**src/design/ceo_pkg.sv**
```systemverilog
package ceo_pkg;
    localparam int SLOTS = 16;
    localparam int SW = $clog2(SLOTS);
    localparam int CW = $clog2(SLOTS + 1);

    localparam logic [1:0] MODE_ENQ    = 2'd0;
    localparam logic [1:0] MODE_TAKE   = 2'd1;
    localparam logic [1:0] MODE_REPORT = 2'd2;
    localparam logic [1:0] MODE_RSVD   = 2'd3;

    localparam logic [2:0] ST_OK       = 3'd0;
    localparam logic [2:0] ST_EMPTY    = 3'd1;
    localparam logic [2:0] ST_TOO_LONG = 3'd2;
    localparam logic [2:0] ST_FULL     = 3'd3;
    localparam logic [2:0] ST_NONE     = 3'd4;
    localparam logic [2:0] ST_BAD_SLOT = 3'd5;

    localparam logic [15:0] TEXT_LIMIT_RST = 16'd256;

    typedef enum logic [2:0] {
        S_IDLE,
        S_SCAN,
        S_FINISH,
        S_WRITE,
        S_OUT
    } state_t;

    typedef struct packed {
        logic [1:0]  mode;
        logic [15:0] key_code;
        logic [31:0] payload_handle;
        logic [15:0] text_length;
        logic [3:0]  done_slot;
        logic [15:0] send_code;
    } in_item_t;

    typedef struct packed {
        logic [2:0]  status;
        logic [3:0]  slot_index;
        logic [31:0] out_payload;
        logic [4:0]  pending_count;
        logic [4:0]  high_water;
        logic [31:0] accepted_count;
        logic [31:0] coalesced_count;
        logic [31:0] overflow_count;
        logic [31:0] delivered_count;
        logic [31:0] send_error_count;
        logic [15:0] last_send_code;
    } out_item_t;
endpackage

```
**src/design/ceo_if.sv**
```systemverilog
interface ceo_in_if import ceo_pkg::*; ();
    logic     valid;
    logic     ready;
    in_item_t payload;
    modport source (output valid, output payload, input ready);
    modport sink (input valid, input payload, output ready);
endinterface

interface ceo_out_if import ceo_pkg::*; ();
    logic      valid;
    logic      ready;
    out_item_t payload;
    modport source (output valid, output payload, input ready);
    modport sink (input valid, input payload, output ready);
endinterface

```
**src/design/coalescing_event_outbox_core.sv**
```systemverilog
// Channel   Dir  Handshake    Payload
// in_ch     in   valid/ready  mode, key_code, payload_handle, text_length, done_slot, send_code
// out_ch    out  valid/ready  status, slot_index, out_payload, statistics
// cfg       in   cfg_we       cfg_wdata -> text_limit
//
// One transaction at a time: a scan over all slots (one registered memory read per
// cycle), then a finish state and a write-back state; the result is then held in S_OUT
// and the next transaction is accepted only after out_ch has taken it. The single
// memory read port is why the slots are scanned one after another.
// Reset clears control, flags and statistics; slot data memory is not cleared.
// The result waits in its register while out_ch stalls; no new input then.
module coalescing_event_outbox_core
    import ceo_pkg::*;
(
    input  logic        clk,
    input  logic        rst_n,
    input  logic        cfg_we,
    input  logic [15:0] cfg_wdata,
    ceo_in_if.sink      in_ch,
    ceo_out_if.source   out_ch
);
    // slot memory: ticket, key, payload
    logic [79:0] mem [SLOTS];
    logic [79:0] rd_q;

    // per-slot flags in flops (reset to zero)
    logic [SLOTS-1:0] used_reg, used_next;
    logic [SLOTS-1:0] sending_reg, sending_next;

    state_t state_reg, state_next;
    in_item_t item_reg;
    logic [15:0] limit_reg;
    logic [CW-1:0] ptr_reg, ptr_next;   // read address counter
    logic [SW-1:0] rd_idx_reg;          // index of entry in rd_q
    logic rd_vld_reg, rd_vld_next;

    // scan results
    logic match_reg, match_next;
    logic [SW-1:0] match_idx_reg, match_idx_next;
    logic best_reg, best_next;
    logic [SW-1:0] best_idx_reg, best_idx_next;
    logic [31:0] best_tk_reg, best_tk_next;
    logic [31:0] best_pl_reg, best_pl_next;

    logic [31:0] ticket_reg, ticket_next;
    logic [CW-1:0] pend_reg, pend_next, peak_reg, peak_next;
    logic [31:0] acc_reg, acc_next, coal_reg, coal_next, ovf_reg, ovf_next;
    logic [31:0] dlv_reg, dlv_next, fail_reg, fail_next;
    logic [15:0] lcode_reg, lcode_next;

    // write-back request
    logic we_reg, we_next;
    logic [SW-1:0] wa_reg, wa_next;
    logic [79:0] wd_reg, wd_next;

    out_item_t res_reg, res_next;
    logic first_free_vld;
    logic [SW-1:0] first_free;
    logic [SW-1:0] ds;
    logic ds_ok;

    always_ff @(posedge clk)
    begin
        if (we_reg)
        begin
            mem[wa_reg] <= wd_reg;
        end
        rd_q <= mem[ptr_reg[SW-1:0]];
        rd_idx_reg <= ptr_reg[SW-1:0];
        if (in_ch.valid && in_ch.ready)
        begin
            item_reg <= in_ch.payload;
        end
        wa_reg <= wa_next;
        wd_reg <= wd_next;
        match_idx_reg <= match_idx_next;
        best_idx_reg <= best_idx_next;
        best_tk_reg <= best_tk_next;
        best_pl_reg <= best_pl_next;
        res_reg <= res_next;
    end

    always_ff @(posedge clk or negedge rst_n)
    begin
        if (!rst_n)
        begin
            state_reg <= S_IDLE;
            limit_reg <= TEXT_LIMIT_RST;
            used_reg <= '0;
            sending_reg <= '0;
            ptr_reg <= '0;
            rd_vld_reg <= 1'b0;
            match_reg <= 1'b0;
            best_reg <= 1'b0;
            ticket_reg <= '0;
            pend_reg <= '0;
            peak_reg <= '0;
            acc_reg <= '0;
            coal_reg <= '0;
            ovf_reg <= '0;
            dlv_reg <= '0;
            fail_reg <= '0;
            lcode_reg <= '0;
            we_reg <= 1'b0;
        end
        else
        begin
            state_reg <= state_next;
            if (cfg_we)
            begin
                limit_reg <= cfg_wdata;
            end
            used_reg <= used_next;
            sending_reg <= sending_next;
            ptr_reg <= ptr_next;
            rd_vld_reg <= rd_vld_next;
            match_reg <= match_next;
            best_reg <= best_next;
            ticket_reg <= ticket_next;
            pend_reg <= pend_next;
            peak_reg <= peak_next;
            acc_reg <= acc_next;
            coal_reg <= coal_next;
            ovf_reg <= ovf_next;
            dlv_reg <= dlv_next;
            fail_reg <= fail_next;
            lcode_reg <= lcode_next;
            we_reg <= we_next;
        end
    end

    // lowest free slot from the flag flops
    always_comb
    begin
        first_free_vld = 1'b0;
        first_free = '0;
        for (int i = SLOTS - 1; i >= 0; i--)
        begin
            if (!used_reg[i])
            begin
                first_free_vld = 1'b1;
                first_free = SW'(i);
            end
        end
    end

    assign ds = item_reg.done_slot[SW-1:0];
    assign ds_ok = ({{(32-4){1'b0}}, item_reg.done_slot} < 32'(SLOTS))
        && used_reg[ds] && sending_reg[ds];

    // next state
    always_comb
    begin
        state_next = state_reg;
        case (state_reg)
            S_IDLE:
            begin
                if (in_ch.valid)
                begin
                    state_next = S_SCAN;
                end
            end
            S_SCAN:
            begin
                if (!rd_vld_next && rd_vld_reg)
                begin
                    state_next = S_FINISH;
                end
            end
            S_FINISH: state_next = S_WRITE;
            S_WRITE: state_next = S_OUT;
            S_OUT:
            begin
                if (out_ch.ready)
                begin
                    state_next = S_IDLE;
                end
            end
            default: state_next = S_IDLE;
        endcase
    end

    // datapath
    always_comb
    begin
        ptr_next = ptr_reg;
        rd_vld_next = rd_vld_reg;
        match_next = match_reg;
        match_idx_next = match_idx_reg;
        best_next = best_reg;
        best_idx_next = best_idx_reg;
        best_tk_next = best_tk_reg;
        best_pl_next = best_pl_reg;
        used_next = used_reg;
        sending_next = sending_reg;
        ticket_next = ticket_reg;
        pend_next = pend_reg;
        peak_next = peak_reg;
        acc_next = acc_reg;
        coal_next = coal_reg;
        ovf_next = ovf_reg;
        dlv_next = dlv_reg;
        fail_next = fail_reg;
        lcode_next = lcode_reg;
        we_next = 1'b0;
        wa_next = wa_reg;
        wd_next = wd_reg;
        res_next = res_reg;
        case (state_reg)
            S_IDLE:
            begin
                ptr_next = '0;
                rd_vld_next = 1'b0;
                match_next = 1'b0;
                best_next = 1'b0;
            end
            S_SCAN:
            begin
                // issue reads 0..SLOTS-1, evaluate each in the cycle after its read
                if (ptr_reg < CW'(SLOTS))
                begin
                    ptr_next = ptr_reg + 1'b1;
                    rd_vld_next = 1'b1;
                end
                else
                begin
                    rd_vld_next = 1'b0;
                end
                if (rd_vld_reg && used_reg[rd_idx_reg] && !sending_reg[rd_idx_reg])
                begin
                    if (!match_reg && rd_q[47:32] == item_reg.key_code)
                    begin
                        match_next = 1'b1;
                        match_idx_next = rd_idx_reg;
                    end
                    if (!best_reg || ((rd_q[79:48] - best_tk_reg) >> 31) != 32'd0)
                    begin
                        best_next = 1'b1;
                        best_idx_next = rd_idx_reg;
                        best_tk_next = rd_q[79:48];
                        best_pl_next = rd_q[31:0];
                    end
                end
            end
            S_FINISH:
            begin
                res_next.status = ST_OK;
                res_next.slot_index = '0;
                res_next.out_payload = '0;
                case (item_reg.mode)
                    MODE_ENQ:
                    begin
                        if (item_reg.text_length == 16'd0)
                        begin
                            res_next.status = ST_EMPTY;
                        end
                        else if (item_reg.text_length >= limit_reg)
                        begin
                            res_next.status = ST_TOO_LONG;
                        end
                        else if (item_reg.key_code != 16'd0 && match_reg)
                        begin
                            ticket_next = ticket_reg + 1'b1;
                            coal_next = coal_reg + 1'b1;
                            we_next = 1'b1;
                            wa_next = match_idx_reg;
                            wd_next = {ticket_reg + 32'd1, item_reg.key_code,
                                item_reg.payload_handle};
                            res_next.slot_index = 4'(match_idx_reg);
                        end
                        else if (first_free_vld)
                        begin
                            ticket_next = ticket_reg + 1'b1;
                            acc_next = acc_reg + 1'b1;
                            pend_next = pend_reg + 1'b1;
                            if (pend_reg + 1'b1 > peak_reg)
                            begin
                                peak_next = pend_reg + 1'b1;
                            end
                            used_next[first_free] = 1'b1;
                            sending_next[first_free] = 1'b0;
                            we_next = 1'b1;
                            wa_next = first_free;
                            wd_next = {ticket_reg + 32'd1, item_reg.key_code,
                                item_reg.payload_handle};
                            res_next.slot_index = 4'(first_free);
                        end
                        else
                        begin
                            ovf_next = ovf_reg + 1'b1;
                            res_next.status = ST_FULL;
                        end
                    end
                    MODE_TAKE:
                    begin
                        if (best_reg)
                        begin
                            sending_next[best_idx_reg] = 1'b1;
                            res_next.slot_index = 4'(best_idx_reg);
                            res_next.out_payload = best_pl_reg;
                        end
                        else
                        begin
                            res_next.status = ST_NONE;
                        end
                    end
                    MODE_REPORT:
                    begin
                        if (!ds_ok)
                        begin
                            res_next.status = ST_BAD_SLOT;
                        end
                        else
                        begin
                            lcode_next = item_reg.send_code;
                            sending_next[ds] = 1'b0;
                            res_next.slot_index = item_reg.done_slot;
                            if (item_reg.send_code == 16'd0)
                            begin
                                used_next[ds] = 1'b0;
                                dlv_next = dlv_reg + 1'b1;
                                pend_next = pend_reg - 1'b1;
                            end
                            else
                            begin
                                fail_next = fail_reg + 1'b1;
                            end
                        end
                    end
                    default: ;
                endcase
            end
            S_WRITE:
            begin
                res_next.pending_count = 5'(pend_reg);
                res_next.high_water = 5'(peak_reg);
                res_next.accepted_count = acc_reg;
                res_next.coalesced_count = coal_reg;
                res_next.overflow_count = ovf_reg;
                res_next.delivered_count = dlv_reg;
                res_next.send_error_count = fail_reg;
                res_next.last_send_code = lcode_reg;
            end
            default: ;
        endcase
    end

    // outputs
    always_comb
    begin
        in_ch.ready = (state_reg == S_IDLE);
        out_ch.valid = (state_reg == S_OUT);
        out_ch.payload = res_reg;
    end
endmodule
```
**src/flat_wrapper.sv**
```systemverilog
// flat-port wrapper written by rule: the top's interface ports become plain ports
module coalescing_event_outbox_core_flat import ceo_pkg::*;
  (clk, rst_n, cfg_we, cfg_wdata, in_ch_valid, in_ch_payload, in_ch_ready, out_ch_valid, out_ch_payload, out_ch_ready);
  ceo_in_if in_ch_i ();
  ceo_out_if out_ch_i ();
  input  logic clk;
  input  logic rst_n;
  input  logic cfg_we;
  input  logic [15:0] cfg_wdata;
  input wire logic [$bits(in_ch_i.valid)-1:0] in_ch_valid;
  input wire logic [$bits(in_ch_i.payload)-1:0] in_ch_payload;
  output wire logic [$bits(in_ch_i.ready)-1:0] in_ch_ready;
  output wire logic [$bits(out_ch_i.valid)-1:0] out_ch_valid;
  output wire logic [$bits(out_ch_i.payload)-1:0] out_ch_payload;
  input wire logic [$bits(out_ch_i.ready)-1:0] out_ch_ready;
  assign in_ch_i.valid = in_ch_valid;
  assign in_ch_i.payload = in_ch_payload;
  assign in_ch_ready = in_ch_i.ready;
  assign out_ch_valid = out_ch_i.valid;
  assign out_ch_payload = out_ch_i.payload;
  assign out_ch_i.ready = out_ch_ready;
  coalescing_event_outbox_core u_core (.clk(clk), .rst_n(rst_n), .cfg_we(cfg_we), .cfg_wdata(cfg_wdata), .in_ch(in_ch_i), .out_ch(out_ch_i));
endmodule
```
**config.mk**
```make
export PLATFORM = sky130hd
export DESIGN_NAME = coalescing_event_outbox_core_flat
export DESIGN_NICKNAME = d
export VERILOG_FILES = /design/src/design/ceo_pkg.sv /design/src/design/ceo_if.sv /design/src/design/coalescing_event_outbox_core.sv /design/src/flat_wrapper.sv
export SDC_FILE = /design/constraint.sdc
export NUM_CORES = 2
export LEC_CHECK = 0
export ABC_AREA = 1
export BUFFER_PORTS_ARGS = -buffer_cell sky130_fd_sc_hd__buf_2
export CAP_MARGIN = 20
export CORE_ASPECT_RATIO = 1.25
export CORE_MARGIN = 5
export CORE_UTILIZATION = 66
export DETAILED_ROUTE_END_ITERATION = 16
export PLACE_DENSITY_LB_ADDON = 0.12
export SLEW_MARGIN = 20
export SYNTH_ARGS = -nofsm -noshare
export SYNTH_HDL_FRONTEND = slang
export SYNTH_SLANG_ARGS = --single-unit
export TNS_END_PERCENT = 1
```
**constraint.sdc**
```tcl
create_clock -name clk -period 37.8 [get_ports clk]
set_input_delay 3.78 -clock clk [delete_from_list [all_inputs] [get_ports clk]]
set_output_delay 3.78 -clock clk [all_outputs]
set_load 0.05 [all_outputs]
```
==> results by group <==
Run status
  – Status: completed

Placement
  – Port Buf Inserts: around 330
  – Placed cells: ~8,000
  – Post-DP HPWL: 106 mm
  – GP Congestion: around 0.94

Yosys
  – Syn avg cell area: approximately 13 µm²
  – Register bit total from synthesis: approximately 2,100
  – Largest area contributor in the netlist: edfxtp_1
  – Mapped Cells: a little over 6,000
  – Post-Syn Area: about 0.08 mm²
  – Syn nets: approximately 6,400
  – Largest cells by area after synthesis: edfxtp_1 64%, dfrtp_1 8.4%, nor2_1 4.3%
  – Post-synth ARST share: 0.132
  – Yosys cell types: between 50 and 60
  – Synth warn: 0
  – Post-synth EDFFs: 1,747
  – Share of the synthesized area in the top cell type: 0.638
  – Most common flop cell mapped by yosys: edfxtp_1
  – Register area share after synthesis: 0.744

Drt
  – Vias per cell: approximately 6.1
  – DRT iter0 DRCs: between 5,000 and 6,000
  – # DRC: 0
  – Vias: about 51,000
  – DR pass1 iterations: 8
  – Routed WL: 191 mm
  – Drt wl/cell: around 23 µm
  – Detail Route Antenna Nets: 0

Floorplan
  – Core Area: around 0.12 mm²
  – Die area: roughly 0.13 mm²
  – Row cnt: about 140
  – Starting Density: 0.666
  – I/O pins: approximately 330
  – Die Ht: 405 µm
  – Die Wd: 326 µm

GRT
  – Total GRT Usage: 0.286
  – Antenna violations before repair: 2
  – Vias in the first global route: approximately 49,000
  – Grt ovf: 0
  – First-pass GRT wire length: 288 mm
  – Largest net degree at the start of global routing: around 200

Critical path
  – Slowest stage delay, CP: about 420 ps
  – Worst Setup End Kind: output pin
  – Arrival time worst endpoint: around 2100 ps
  – Most frequent CP cell: nor2_1
  – Worst path slowest cell: dfrtp_1
  – Startpoint types: register
  – Worst path cell trace: nor2_1 > inv_1 > nor2_1 > buf_2
  – Setup CP Type: reg -> out
  – CP Data Required Time: ~34,000 ps
  – Crit path max fanout: 5

Finish
  – Post-route insts no fill: roughly 8,300
  – ANT cells: 0
  – Core Util, Final: 0.743
  – Leading cell types in the layout, fill and taps excluded: 1,747 x edfxtp_1, 920 x nor2_1, 788 x nand2_1, 450 x o21ai_0, 332 x buf_2
  – Layout cells sized above 1: 0.112
  – Commonest non-fill, non-tap cell in the layout: edfxtp_1
  – Nets: approximately 6,700
  – Area delta synth->final: 11.6%
  – Filler cells: 7,600
  – Largest register FFs: between 1,000 and 1,500

Power
  – Peak supply drop: approximately 0.087 mV
  – Tot Pwr: ~5.9 mW
  – LEAKAGE: around 33 nW
  – Pwr/cell area: 63.9 mW/mm²

CTS
  – Clock buffer depth: 3
  – Hold_buf cts: 0
  – Post-CTS Repair Setup Buffers: 0
  – TritonCTS clock tree: yes
  – Clk slew on worst S/H paths: around 60 ps
  – CTS Buf Count: 190
  – H-tree depth: 4
  – Num Clock Sinks: ~2,100
  – Clk_lat worst skew: roughly 820 ps
  – Post_cts resized: 0
  – CTS Root Buffer Type: clkbuf_16

STA
  – RSZ-0062 raised after global routing: false
  – Tcrit/Tclk final: 0.156
  – Worst slew margin: 0.218
  – Worst Tran Pin Value: roughly 1200 ps
  – Sum Neg Setup Slack: 0 ps
  – # setup viols final: 0
  – Final min period: around 6000 ps
  – Final Hold Vio Count: 0
  – Fmax: between 0.15 and 0.2 GHz
  – Skew final: between 20 and 30 ps
  – Final max-slew violation count: 0
  – Hold slack final: between 300 and 400 ps

Flow run
  – Max-Cap Viols: 0

Hold path
  – Min-Delay Path Class: reg -> reg
-- stage by stage --
| stage | worst slack (ps) | area [µm²] |
|---|---|---|
| floorplan | 23870 | 82200 |
| global placement | 31700 | 85500 |
| detailed placement | 31660 | 85600 |
| CTS | 31850 | 91700 |
| global route | 31810 | 91700 |
| finish | 31920 | 91700 |
-- synthesized netlist by cell type, drive strengths merged (4+ instances only) --
library cell / number
o22ai: 4
clkbuf: 230
xnor2: 57
a22oi: 8
o211ai: 36
mux2i: 135
nor4: 33
nand4: 57
nor2: 954
dfrtp: 277
nand3b: 14
xor2: 130
o21ai: 479
nand2: 791
inv: 338
edfxtp: 1747
nor3: 80
a211oi: 4
o311ai: 4
o32ai: 185
and2: 5
ha: 60
dfxtp: 84
o221ai: 138
buf: 50
clkinv: 4
nand3: 226
a21oi: 51
-- cells by family (layout without fill, tap and decap cells) --
| family | after synthesis | in the layout | synth area share |
|---|---|---|---|
| and+or+nand+nor | 2166 | 2166 | 0.109 |
| DFF | 2109 | 2109 | 0.744 |
| AOI/OAI and AO/OA | 920 | 920 | 0.0730 |
| buffers and inverters | 622 | 1101 | 0.0290 |
| xor gates and xnor gates | 187 | 187 | 0.0199 |
| muxes | 136 | 136 | 0.0166 |
| adders and majority gates | 60 | 60 | 0.00914 |
-- per-layer routing --
layer | wire length [µm] | GRT usage | vias up
li1 | - | - | 23100
met2 | 94500 | 0.478 | 2308
met4 | 6870 | 0.105 | 2
met1 | 74600 | 0.390 | 25100
met3 | 14800 | 0.0406 | 376
met5 | 13 | 0 | -
-- cell type report --
type,instances,area (µm²),area share
well taps,1606,2010,0.0219
repair buffers,402,2320,0.0253
multi-input cells,3469,18800,0.205
inverters,342,1300,0.0142
clock buffers,261,5250,0.0572
flip-flops and latches,2109,61100,0.666
clock inverters,96,883,0.00963
-- worst paths after layout --
path,startpoint,to,slack [ps],cells past startpoint
setup / recovery,u_core.state_reg[0],in_ch_ready,31920,4
hold / removal,u_core.rd_q[22],u_core.best_pl_reg[22],400,0
setup reg to reg,u_core.ptr_reg[0],u_core.rd_q[25],33580,7
hold reg to reg,u_core.rd_q[22],u_core.best_pl_reg[22],400,0
max in group asynchronous,rst_n,u_core.ptr_reg[1],33180,2
min in group asynchronous,rst_n,u_core.limit_reg[6],3020,1
-- where the power goes --
part	internal (mW)	switching [mW]
clock network	1.05	0.821
logic	0.352	0.823
registers	2.69	0.116
total	4.10	1.76
-- critical path: cells and delay by family, from the launching register on --
kind	cells	cell delay, ps
flip-flops	1	420
buffers and inverters	2	480
AND/OR/NAND/NOR	2	400
(Power assumes the default switching activity.)
